<file path="src/rtl/core/i2cmbe_pkg.sv">
// Shared types and constants for the I2C master bit engine.
// No dependencies; every other file in rtl/core refers to this package.
package i2cmbe_pkg;

  localparam int unsigned CfgIndexW = 2;
  localparam int unsigned CfgDataW  = 8;

  localparam logic [CfgIndexW-1:0] CFG_ADDRESS_HIGH   = 2'd0;
  localparam logic [CfgIndexW-1:0] CFG_ADDRESS_LOW    = 2'd1;
  localparam logic [CfgIndexW-1:0] CFG_TEN_BIT_MODE   = 2'd2;
  localparam logic [CfgIndexW-1:0] CFG_ACK_POLL_LIMIT = 2'd3;

  localparam logic [7:0] ACK_POLL_LIMIT_RESET = 8'd100;

  // which address byte is on the wire
  localparam logic [1:0] ADDR_STAGE_HEADER = 2'd0;
  localparam logic [1:0] ADDR_STAGE_SECOND = 2'd1;
  localparam logic [1:0] ADDR_STAGE_SEVEN  = 2'd2;

  typedef enum logic [1:0] {
    CMD_TICK     = 2'd0,
    CMD_BEGIN_WR = 2'd1,
    CMD_BEGIN_RD = 2'd2,
    CMD_SUPPLY   = 2'd3
  } cmd_kind_t;

  typedef enum logic [3:0] {
    PH_IDLE     = 4'd0,
    PH_START    = 4'd1,
    PH_ADDR_TX  = 4'd2,
    PH_ADDR_ACK = 4'd3,
    PH_WAIT     = 4'd4,
    PH_DATA_TX  = 4'd5,
    PH_DATA_ACK = 4'd6,
    PH_RX       = 4'd7,
    PH_RX_ACK   = 4'd8,
    PH_STOP     = 4'd9
  } phase_t;

  typedef enum logic [1:0] {
    ACK_POLL = 2'd0,
    ACK_OK   = 2'd1,
    ACK_NACK = 2'd2
  } ack_t;

  typedef struct packed {
    logic [1:0] action;
    logic [7:0] length;
    logic [7:0] data_byte;
    logic       sda_in;
  } in_item_t;

  typedef struct packed {
    logic       scl_level;
    logic       sda_drive_low;
    logic       sda_is_output;
    logic       need_data;
    logic [7:0] rx_byte;
    logic       rx_valid;
    logic       busy_res;
    logic       done_res;
    logic [7:0] byte_count;
    logic       address_nack;
  } out_item_t;

  // decoded command as it sits between front and back
  typedef struct packed {
    cmd_kind_t  kind;
    logic [7:0] length;
    logic [7:0] data_byte;
    logic       sda_in;
  } cmd_t;

  typedef struct packed {
    phase_t     phase;
    logic [2:0] sub_step;
    logic [3:0] bit_index;
    logic [7:0] shift_reg;
    logic [7:0] bytes_done;
    logic [7:0] bytes_wanted;
    logic       is_read;
    logic [7:0] poll_count;
    logic [1:0] address_stage;
    logic       nack_seen;
    logic       byte_ready;
    logic       line_scl;
    logic       line_sda_low;
    logic       line_sda_out;
  } eng_state_t;

  // bus idle: SCL high, SDA released but still an output
  localparam eng_state_t ENG_STATE_RESET = '{
    phase: PH_IDLE, sub_step: 3'd0, bit_index: 4'd0, shift_reg: 8'd0,
    bytes_done: 8'd0, bytes_wanted: 8'd0, is_read: 1'b0, poll_count: 8'd0,
    address_stage: 2'd0, nack_seen: 1'b0, byte_ready: 1'b0,
    line_scl: 1'b1, line_sda_low: 1'b0, line_sda_out: 1'b1
  };

  // queue status handed from the command queue to the engine
  typedef struct packed {
    logic valid;
    cmd_t cmd;
  } cmd_head_t;

endpackage

</file>
<file path="src/rtl/core/i2c_master_bit_engine.sv">
// I2C master bit engine: command queue, bus sequencer and result queue.
// Path: an item is registered in the command queue, and its result in the
// result queue, before the result is on the result ports.
// Throughput: one item per cycle; the sequencer retires one queued item
// per cycle whenever the result queue has room.
// Reset (rst, synchronous): queues empty, bus idle with SCL high and SDA
// released, registers back to defaults (poll limit 100).
module i2c_master_bit_engine (
  input  logic                             clk,
  input  logic                             rst,
  input  logic                             push,
  output logic                             full,
  input  i2cmbe_pkg::in_item_t             command,
  output logic                             empty,
  input  logic                             pop,
  output i2cmbe_pkg::out_item_t            result,
  input  logic                             cfg_we,
  input  logic [i2cmbe_pkg::CfgIndexW-1:0] cfg_index,
  input  logic [i2cmbe_pkg::CfgDataW-1:0]  cfg_data
);

  i2cmbe_pkg::cmd_head_t head;
  i2cmbe_pkg::out_item_t res_data;
  logic                  take;
  logic                  res_full;

  i2cmbe_cmd_queue u_cmd_queue (
    .clk     (clk),
    .rst     (rst),
    .push    (push),
    .full    (full),
    .command (command),
    .head    (head),
    .take    (take)
  );

  i2cmbe_engine u_engine (
    .clk       (clk),
    .rst       (rst),
    .cfg_we    (cfg_we),
    .cfg_index (cfg_index),
    .cfg_data  (cfg_data),
    .head      (head),
    .res_full  (res_full),
    .take      (take),
    .res_data  (res_data)
  );

  i2cmbe_res_queue u_res_queue (
    .clk         (clk),
    .rst         (rst),
    .wr_en       (take),
    .wr_data     (res_data),
    .almost_full (res_full),
    .empty       (empty),
    .pop         (pop),
    .result      (result)
  );

endmodule

</file>
<file path="src/rtl/core/i2cmbe_cmd_queue.sv">
// Front end: accepts input items, decodes the action and holds them in a
// two-entry queue for the engine. Depends on i2cmbe_pkg.
module i2cmbe_cmd_queue (
  input  logic                 clk,
  input  logic                 rst,
  input  logic                 push,
  output logic                 full,
  input  i2cmbe_pkg::in_item_t command,
  output i2cmbe_pkg::cmd_head_t head,
  input  logic                 take
);

  i2cmbe_pkg::cmd_t entries [2];
  logic       wr_ptr;
  logic       rd_ptr;
  logic [1:0] count;
  logic       wr_en;
  logic       rd_en;
  i2cmbe_pkg::cmd_t decoded;

  always_comb begin
    decoded.kind      = i2cmbe_pkg::cmd_kind_t'(command.action);
    decoded.length    = command.length;
    decoded.data_byte = command.data_byte;
    decoded.sda_in    = command.sda_in;
  end

  assign full       = (count == 2'd2);
  assign wr_en      = push && !full;
  assign rd_en      = take && (count != 2'd0);
  assign head.valid = (count != 2'd0);
  assign head.cmd   = entries[rd_ptr];

  always_ff @(posedge clk) begin
    if (wr_en) begin
      entries[wr_ptr] <= decoded;
    end
  end

  always_ff @(posedge clk) begin
    if (rst) begin
      wr_ptr <= 1'b0;
      rd_ptr <= 1'b0;
      count  <= 2'd0;
    end else begin
      if (wr_en) wr_ptr <= ~wr_ptr;
      if (rd_en) rd_ptr <= ~rd_ptr;
      count <= count + {1'b0, wr_en} - {1'b0, rd_en};
    end
  end

endmodule

</file>
<file path="src/rtl/core/i2cmbe_res_queue.sv">
// Output side: two-entry result queue between the engine and the consumer,
// so the engine keeps going while a result waits. Depends on i2cmbe_pkg.
module i2cmbe_res_queue (
  input  logic                  clk,
  input  logic                  rst,
  input  logic                  wr_en,
  input  i2cmbe_pkg::out_item_t wr_data,
  output logic                  almost_full,
  output logic                  empty,
  input  logic                  pop,
  output i2cmbe_pkg::out_item_t result
);

  i2cmbe_pkg::out_item_t entries [2];
  logic       wr_ptr;
  logic       rd_ptr;
  logic [1:0] count;
  logic       rd_en;

  assign almost_full = (count == 2'd2);
  assign empty       = (count == 2'd0);
  assign rd_en       = pop && !empty;
  assign result      = entries[rd_ptr];

  always_ff @(posedge clk) begin
    if (wr_en) begin
      entries[wr_ptr] <= wr_data;
    end
  end

  always_ff @(posedge clk) begin
    if (rst) begin
      wr_ptr <= 1'b0;
      rd_ptr <= 1'b0;
      count  <= 2'd0;
    end else begin
      if (wr_en) wr_ptr <= ~wr_ptr;
      if (rd_en) rd_ptr <= ~rd_ptr;
      count <= count + {1'b0, wr_en} - {1'b0, rd_en};
    end
  end

endmodule

</file>
<file path="src/rtl/core/i2cmbe_engine.sv">
// Back end: bus sequencer that steps SCL/SDA one command per cycle while the
// result queue has room, and holds the configuration registers. Depends on i2cmbe_pkg.
module i2cmbe_engine (
  input  logic                                   clk,
  input  logic                                   rst,
  input  logic                                   cfg_we,
  input  logic [i2cmbe_pkg::CfgIndexW-1:0]       cfg_index,
  input  logic [i2cmbe_pkg::CfgDataW-1:0]        cfg_data,
  input  i2cmbe_pkg::cmd_head_t                  head,
  input  logic                                   res_full,
  output logic                                   take,
  output i2cmbe_pkg::out_item_t                  res_data
);

  logic [7:0] address_high;
  logic [7:0] address_low;
  logic       ten_bit_mode;
  logic [7:0] ack_poll_limit;

  i2cmbe_pkg::eng_state_t st;
  i2cmbe_pkg::eng_state_t st_next;
  logic       rx_valid;
  logic       done;
  logic [7:0] addr_header;
  logic [7:0] addr_seven;

  assign take        = head.valid && !res_full;
  assign addr_header = {address_high[7:1], st.is_read};
  assign addr_seven  = {address_low[7:1], st.is_read};

  always_ff @(posedge clk) begin
    if (rst) begin
      address_high   <= 8'd0;
      address_low    <= 8'd0;
      ten_bit_mode   <= 1'b0;
      ack_poll_limit <= i2cmbe_pkg::ACK_POLL_LIMIT_RESET;
    end else if (cfg_we) begin
      case (cfg_index)
        i2cmbe_pkg::CFG_ADDRESS_HIGH:   address_high   <= cfg_data;
        i2cmbe_pkg::CFG_ADDRESS_LOW:    address_low    <= cfg_data;
        i2cmbe_pkg::CFG_TEN_BIT_MODE:   ten_bit_mode   <= cfg_data[0];
        i2cmbe_pkg::CFG_ACK_POLL_LIMIT: ack_poll_limit <= cfg_data;
        default: ;
      endcase
    end
  end

  always_ff @(posedge clk) begin
    if (rst) begin
      st <= i2cmbe_pkg::ENG_STATE_RESET;
    end else if (take) begin
      st <= st_next;
    end
  end

  always_comb begin
    i2cmbe_pkg::ack_t ack_r;
    ack_r    = i2cmbe_pkg::ACK_POLL;
    st_next  = st;
    rx_valid = 1'b0;
    done     = 1'b0;

    case (head.cmd.kind)
      i2cmbe_pkg::CMD_BEGIN_WR, i2cmbe_pkg::CMD_BEGIN_RD: begin
        if (st.phase == i2cmbe_pkg::PH_IDLE) begin
          st_next.is_read      = (head.cmd.kind == i2cmbe_pkg::CMD_BEGIN_RD);
          st_next.bytes_wanted = head.cmd.length;
          // a zero-length read still moves one byte
          if (st_next.is_read && head.cmd.length == 8'd0) st_next.bytes_wanted = 8'd1;
          st_next.bytes_done = 8'd0;
          st_next.nack_seen  = 1'b0;
          st_next.byte_ready = 1'b0;
          st_next.poll_count = 8'd0;
          st_next.bit_index  = 4'd0;
          st_next.phase      = i2cmbe_pkg::PH_START;
          st_next.sub_step   = 3'd0;
        end
      end
      i2cmbe_pkg::CMD_SUPPLY: begin
        if (st.phase == i2cmbe_pkg::PH_WAIT && !st.byte_ready) begin
          st_next.shift_reg  = head.cmd.data_byte;
          st_next.byte_ready = 1'b1;
        end
      end
      default: begin
        case (st.phase)
          i2cmbe_pkg::PH_START: begin
            case (st.sub_step)
              3'd0: begin
                st_next.line_scl = 1'b0; st_next.sub_step = 3'd1;
              end
              3'd1: begin
                st_next.line_sda_out = 1'b1; st_next.line_sda_low = 1'b0;
                st_next.sub_step = 3'd2;
              end
              3'd2: begin
                st_next.line_scl = 1'b1; st_next.sub_step = 3'd3;
              end
              3'd3: begin
                st_next.line_sda_low = 1'b1; st_next.sub_step = 3'd4;
              end
              default: begin
                st_next.line_scl = 1'b0;
                st_next.phase    = i2cmbe_pkg::PH_ADDR_TX;
                st_next.sub_step = 3'd0;
                if (ten_bit_mode) begin
                  st_next.address_stage = i2cmbe_pkg::ADDR_STAGE_HEADER;
                  st_next.shift_reg     = addr_header;
                end else begin
                  st_next.address_stage = i2cmbe_pkg::ADDR_STAGE_SEVEN;
                  st_next.shift_reg     = addr_seven;
                end
              end
            endcase
          end

          i2cmbe_pkg::PH_ADDR_TX, i2cmbe_pkg::PH_DATA_TX: begin
            case (st.sub_step)
              3'd0: begin
                st_next.line_scl = 1'b0; st_next.line_sda_out = 1'b1;
                st_next.bit_index = 4'd0; st_next.sub_step = 3'd1;
              end
              3'd1: begin
                // MSB first
                st_next.line_sda_low = ~st.shift_reg[~st.bit_index[2:0]];
                st_next.line_scl = 1'b1; st_next.sub_step = 3'd2;
              end
              default: begin
                st_next.line_scl  = 1'b0;
                st_next.bit_index = st.bit_index + 4'd1;
                if (st_next.bit_index >= 4'd8) begin
                  st_next.phase = (st.phase == i2cmbe_pkg::PH_ADDR_TX) ?
                                  i2cmbe_pkg::PH_ADDR_ACK : i2cmbe_pkg::PH_DATA_ACK;
                  st_next.sub_step = 3'd0;
                end else begin
                  st_next.sub_step = 3'd1;
                end
              end
            endcase
          end

          i2cmbe_pkg::PH_ADDR_ACK, i2cmbe_pkg::PH_DATA_ACK: begin
            case (st.sub_step)
              3'd0: begin
                st_next.line_scl = 1'b0; st_next.line_sda_out = 1'b0;
                st_next.line_sda_low = 1'b0; st_next.poll_count = 8'd0;
                st_next.sub_step = 3'd1;
              end
              3'd1: begin
                st_next.line_scl = 1'b1; st_next.sub_step = 3'd2;
              end
              default: begin
                if (!head.cmd.sda_in) begin
                  st_next.line_scl = 1'b0; ack_r = i2cmbe_pkg::ACK_OK;
                end else if (st.poll_count < ack_poll_limit) begin
                  st_next.poll_count = st.poll_count + 8'd1;
                end else begin
                  st_next.line_scl = 1'b0; ack_r = i2cmbe_pkg::ACK_NACK;
                end
              end
            endcase

            if (st.phase == i2cmbe_pkg::PH_ADDR_ACK) begin
              if (ack_r != i2cmbe_pkg::ACK_POLL) begin
                if (ack_r == i2cmbe_pkg::ACK_NACK) st_next.nack_seen = 1'b1;
                st_next.sub_step = 3'd0;
                if (st.address_stage == i2cmbe_pkg::ADDR_STAGE_HEADER) begin
                  // second byte of a 10-bit address goes out even after a NACK
                  st_next.address_stage = i2cmbe_pkg::ADDR_STAGE_SECOND;
                  st_next.shift_reg     = address_low;
                  st_next.phase         = i2cmbe_pkg::PH_ADDR_TX;
                end else if (st_next.nack_seen) begin
                  st_next.phase = i2cmbe_pkg::PH_STOP;
                end else if (st.is_read) begin
                  st_next.phase = i2cmbe_pkg::PH_RX;
                end else if (st.bytes_done < st.bytes_wanted) begin
                  st_next.phase = i2cmbe_pkg::PH_WAIT; st_next.byte_ready = 1'b0;
                end else begin
                  st_next.phase = i2cmbe_pkg::PH_STOP;
                end
              end
            end else begin
              if (ack_r == i2cmbe_pkg::ACK_OK) begin
                st_next.bytes_done = st.bytes_done + 8'd1;
                st_next.sub_step   = 3'd0;
                if (st_next.bytes_done < st.bytes_wanted) begin
                  st_next.phase = i2cmbe_pkg::PH_WAIT; st_next.byte_ready = 1'b0;
                end else begin
                  st_next.phase = i2cmbe_pkg::PH_STOP;
                end
              end else if (ack_r == i2cmbe_pkg::ACK_NACK) begin
                st_next.phase = i2cmbe_pkg::PH_STOP; st_next.sub_step = 3'd0;
              end
            end
          end

          i2cmbe_pkg::PH_WAIT: begin
            if (st.byte_ready) begin
              // first data bit slot starts in the same tick
              st_next.byte_ready   = 1'b0;
              st_next.phase        = i2cmbe_pkg::PH_DATA_TX;
              st_next.line_scl     = 1'b0;
              st_next.line_sda_out = 1'b1;
              st_next.bit_index    = 4'd0;
              st_next.sub_step     = 3'd1;
            end
          end

          i2cmbe_pkg::PH_RX: begin
            case (st.sub_step)
              3'd0: begin
                st_next.line_scl = 1'b0; st_next.line_sda_out = 1'b0;
                st_next.line_sda_low = 1'b0; st_next.bit_index = 4'd0;
                st_next.shift_reg = 8'd0; st_next.sub_step = 3'd1;
              end
              3'd1: begin
                st_next.line_scl = 1'b1; st_next.sub_step = 3'd2;
              end
              default: begin
                st_next.shift_reg = {st.shift_reg[6:0], head.cmd.sda_in};
                st_next.line_scl  = 1'b0;
                st_next.bit_index = st.bit_index + 4'd1;
                if (st_next.bit_index >= 4'd8) begin
                  rx_valid           = 1'b1;
                  st_next.bytes_done = st.bytes_done + 8'd1;
                  st_next.phase      = i2cmbe_pkg::PH_RX_ACK;
                  st_next.sub_step   = 3'd0;
                end else begin
                  st_next.sub_step = 3'd1;
                end
              end
            endcase
          end

          i2cmbe_pkg::PH_RX_ACK: begin
            case (st.sub_step)
              3'd0: begin
                st_next.line_scl = 1'b0; st_next.sub_step = 3'd1;
              end
              3'd1: begin
                // ACK while more bytes follow, NACK on the last
                st_next.line_sda_out = 1'b1;
                st_next.line_sda_low = (st.bytes_done < st.bytes_wanted);
                st_next.sub_step = 3'd2;
              end
              3'd2: begin
                st_next.line_scl = 1'b1; st_next.sub_step = 3'd3;
              end
              default: begin
                st_next.line_scl = 1'b0;
                st_next.sub_step = 3'd0;
                st_next.phase = (st.bytes_done < st.bytes_wanted) ?
                                i2cmbe_pkg::PH_RX : i2cmbe_pkg::PH_STOP;
              end
            endcase
          end

          i2cmbe_pkg::PH_STOP: begin
            case (st.sub_step)
              3'd0: begin
                st_next.line_scl = 1'b0; st_next.sub_step = 3'd1;
              end
              3'd1: begin
                st_next.line_sda_out = 1'b1; st_next.line_sda_low = 1'b1;
                st_next.sub_step = 3'd2;
              end
              3'd2: begin
                st_next.line_scl = 1'b1; st_next.sub_step = 3'd3;
              end
              default: begin
                st_next.line_sda_low = 1'b0;
                done             = 1'b1;
                st_next.phase    = i2cmbe_pkg::PH_IDLE;
                st_next.sub_step = 3'd0;
              end
            endcase
          end

          default: begin
            st_next.phase    = i2cmbe_pkg::PH_IDLE;
            st_next.sub_step = 3'd0;
          end
        endcase
      end
    endcase
  end

  always_comb begin
    res_data.scl_level     = st_next.line_scl;
    res_data.sda_drive_low = st_next.line_sda_low;
    res_data.sda_is_output = st_next.line_sda_out;
    res_data.need_data     = (st_next.phase == i2cmbe_pkg::PH_WAIT) && !st_next.byte_ready;
    res_data.rx_byte       = rx_valid ? st_next.shift_reg : 8'd0;
    res_data.rx_valid      = rx_valid;
    res_data.busy_res      = (st_next.phase != i2cmbe_pkg::PH_IDLE);
    res_data.done_res      = done;
    res_data.byte_count    = done ? st_next.bytes_done : 8'd0;
    res_data.address_nack  = done && st_next.nack_seen;
  end

endmodule

</file>
<file path="config.mk">
export PLATFORM = sky130hd
export DESIGN_NAME = i2c_master_bit_engine
export DESIGN_NICKNAME = d
export VERILOG_FILES = /design/src/rtl/core/i2cmbe_pkg.sv /design/src/rtl/core/i2c_master_bit_engine.sv /design/src/rtl/core/i2cmbe_cmd_queue.sv /design/src/rtl/core/i2cmbe_res_queue.sv /design/src/rtl/core/i2cmbe_engine.sv
export SDC_FILE = /design/constraint.sdc
export NUM_CORES = 1
export LEC_CHECK = 0
export BUFFER_PORTS_ARGS = -buffer_cell sky130_fd_sc_hd__buf_2
export CAP_MARGIN = 30
export CORE_MARGIN = 4
export CORE_UTILIZATION = 45
export DETAILED_ROUTE_END_ITERATION = 10
export GPL_TIMING_DRIVEN = 0
export HOLD_SLACK_MARGIN = 0.15
export PLACE_DENSITY_LB_ADDON = 0.2
export SLEW_MARGIN = 20
export SYNTH_ARGS = -nofsm -noshare
export SYNTH_HDL_FRONTEND = slang
export SYNTH_SLANG_ARGS = --single-unit
</file>
<file path="constraint.sdc">
create_clock -name clk -period 9.1 [get_ports clk]
set_input_delay 1.365 -clock clk [delete_from_list [all_inputs] [get_ports clk]]
set_output_delay 1.365 -clock clk [all_outputs]
set_load 0.1 [all_outputs]
</file>
==> metrics.md <==
| Metric | Value |
|---|---|
| MaxCap Viol Count | 0 |
| Die area | 22380 µm² |
| Worst setup path category | flip-flop to flip-flop |
| Syn nets | 988 |
| Leakage | 3.745 nW |
| CTS tree | built |
| Post-DP HPWL | 18650 µm |
| Ant. Diodes | 0 |
| Post-Syn Area | 9021 µm² |
| Fin crit share | 0.5484 |
| Area Growth Syn to Fin | 13.91% |
| Number of vias per cell | 5.805 |
| Asr flop ratio synth | 0 |
| Worst Hold Launch | u_engine.ack_poll_limit[1]$_SDFFE_PP0P_ |
| Core Region | 19590 µm² |
| Largest fanout on the critical path | 10 |
| Arr. time, crit path | 5.15 ns |
| Flop-to-flop setup slack | 4.11 ns |
| IO Port Bufs | 58 |
| Initial antenna violation count | 1 |
| Number of setup buffers added after CTS | 0 |
| RSZ-0062 raised after global routing | false |
| Clock Latency Late Sink | 0.44 ns |
| CP max stage cell | clkbuf_1 |
| Overall die width | 149.6 µm |
| Ports | 60 |
| Slew Limit Headroom | 0.3874 |
| Data required time of the critical path | 9.26 ns |
| Critical Path Source Type | flip-flop |
| Fin. Hold Viols | 0 |
| Longest Clk Path Bufs | 2 |
| Layout cells sized above 1 | 0.1519 |
| FF+latch area | 4284 µm² |
| First-pass GRT wire length | 39000 µm |
| Post-synth EDFFs | 86 |
| Post-CTS Hold Buffers | 0 |
| Clock root buffer master | clkbuf_16 |
| Mapped Cells | 922 |
| Worst-path clk slew | 0.08 ns |
| RePlAce Congestion | 0.9415 |
| Clock tree sinks | 171 |
| Drt first pass iters | 5 |
| # DRC | 0 |
| Nets | 1067 |
| Iter 0 DRT Violations | 709 |
| Fillers | 1821 |
| DR vias | 7425 |
| Avg Inst Size Synth | 9.784 µm² |
| DRT Wirelength | 25170 µm |
| Post-CTS sizing | 0 |
| CP Cell Sequence | buf_1 -> clkbuf_1 -> clkbuf_1 -> mux2i_1 -> ha_1 -> clkbuf_1 -> clkbuf_1 -> clkbuf_1 -> a31oi_1 -> o21ba_2 -> nor3_1 |
| Largest net degree at the start of global routing | 25 |
| Yosys cell types | 82 |
| Initial core utilization | 0.4605 |
| Worst-margin pin slew | 0.8958 ns |
| Row cnt | 51 |
| Fin crit period | 4.991 ns |
| Setup TNS | 0 ns |
| Synth warnings | 0 |
| Gr ovfl total | 0 |
| Top FF cell, synth | edfxtp_1 |
| CTS H-tree lvls | 4 |
| Multi-input combinational cell area | 4398 µm² |
| #FFs+latches synth | 171 |
| Die Ht | 149.6 µm |
| Total Routing Usage GR | 0.2264 |
| Count of final setup violators | 0 |
| Highest Clock Rate | 200.4 MHz |
| CTS Buf Count | 17 |
| Util after Layout | 0.5246 |
| Slowest cell delay on critical path | 0.55 ns |
| VDD IR-drop max | 0.1846 mV |
| Seq/Total Area, Yosys | 0.4749 |
| Status | finished clean |
| Hold Path Class | flip-flop to flip-flop |
| Vias in the first global route | 6955 |
| Antenna-violating nets left | 0 |
| Fin. max-slew vios | 0 |
| Crit path top cell by count | clkbuf_1 |
| WL per Instance | 19.68 µm |
| Clk_skew | 0.01167 ns |
| Pwr dens | 334.6 nW/µm² |
| Critical Path End Type | flip-flop |
[cell usage after synthesis (8+ instances only)]
library cell	count	area (µm²)
a211oi_1	28	210.2
a21oi_1	54	270.3
a22oi_1	14	105.1
a31oi_1	20	125.1
and3_1	12	75.07
buf_2	9	45.04
clkbuf_1	35	131.4
dfxtp_1	85	1702
edfxtp_1	86	2582
ha_1	32	400.4
inv_1	36	135.1
mux2_2	28	315.3
mux2i_1	31	310.3
nand2_1	73	274.0
nand3_1	24	120.1
nand3b_1	10	75.07
nor2_1	113	424.2
nor2b_1	20	125.1
nor3_1	16	80.08
o21ai_0	41	205.2
or3_1	9	56.30
xnor2_1	15	131.4
xor2_1	8	70.07
[worst paths after layout]
check,end,cells after the start
worst max register to register,u_res_queue.entries[1][13]$_DFFE_PP_,11
worst max-delay path,u_res_queue.entries[1][13]$_DFFE_PP_,11
worst min-delay path,u_engine.ack_poll_limit[1]$_SDFFE_PP0P_,2
worst min register to register,u_engine.ack_poll_limit[1]$_SDFFE_PP0P_,2
[cells by family (layout without fill, tap and decap cells)]
family,after synthesis,after routing,share of synthesized area
buffers and inverters,87,179,0.03870
XOR/XNOR,23,23,0.02233
adder cells (fa/ha/maj),32,32,0.04438
AO/OA/AOI/OAI,228,228,0.1678
flip-flops,171,171,0.4749
multiplexers,62,62,0.07587
AND/OR/NAND/NOR,319,319,0.1760
[layout make-up]
cell class,count,area share
clock inverter,15,0.01632
timing repair buffer,60,0.03117
sequential,171,0.4169
buffer,50,0.02046
inverter,37,0.01352
multi-input combinational,664,0.4280
clock buffer,17,0.04140
tap,265,0.03227
[layer usage]
metal / vias to the layer above / GRT usage / share of wire
met1: 3527 / 0.3242 / 0.46
met2: 294 / 0.3441 / 0.44
li1: 3546 / - / -
met5: - / 0 / 0
met4: 0 / 0.07826 / 0.030
met3: 58 / 0.04361 / 0.076
[worst max-delay path: cells and delay by family, from the launching register on]
kind / cells / cell delay (ns)
AO/OA/AOI/OAI: 2 / 0.34
adder cells (fa/ha/maj): 1 / 0.28
buffers and inverters: 6 / 2.83
flip-flops: 1 / 0.35
multiplexers: 1 / 0.42
AND/OR/NAND/NOR: 1 / 0.48
[where the power goes]
group	leakage [nW]	total, mW	internal [mW]	switching (mW)
Clock	0.293	0.724	0.370	0.354
Combinational	1.96	1.63	0.426	1.21
Sequential	1.50	1.08	0.992	0.0909
Total	3.75	3.44	1.79	1.65
[state kept, by name (all words and copies together) (netlist names), named ones only]
register                 flops
u_engine.address_low         8
u_engine.st                 50
u_engine.ten_bit_mode        1
u_cmd_queue.wr_ptr           1
u_engine.address_high        7
u_cmd_queue.count            2
u_res_queue.rd_ptr           1
u_engine.ack_poll_limit      8
u_res_queue.entries         48
u_cmd_queue.entries         38
u_cmd_queue.rd_ptr           1
u_res_queue.count            2
u_engine.addr_header         1
u_res_queue.wr_ptr           1
[metrics by stage]
step | std cells | power (mW) | cell area (µm²) | setup WS [ns] | hold slack, ns
floorplan | 922 | 2.317 | 9021 | 5.499 | 0.4363
global placement | 1245 | 2.696 | 9643 | 4.312 | 0.4445
detailed placement | 1247 | 2.708 | 9683 | 4.292 | 0.4482
CTS | 1279 | 3.438 | 10280 | 4.262 | 0.4586
global route | 1279 | 3.607 | 10280 | 3.794 | 0.4959
finish | 1279 | 3.438 | 10280 | 4.109 | 0.4596
[placed cells by master, fill, tap and decap left out, types with 8 or more instances in the layout]
cell type,instances
a211oi_1,28
a21oi_1,54
a22oi_1,14
a31oi_1,20
and3_1,12
buf_2,67
clkbuf_1,35
clkbuf_16,17
dfxtp_1,85
edfxtp_1,86
ha_1,32
inv_1,36
mux2_2,28
mux2i_1,31
nand2_1,73
nand3_1,24
nand3b_1,10
nor2_1,111
nor2b_1,20
nor3_1,16
o21ai_0,41
or3_1,9
xnor2_1,15
xor2_1,8
Note: power is estimated with default switching activity, not from simulation.
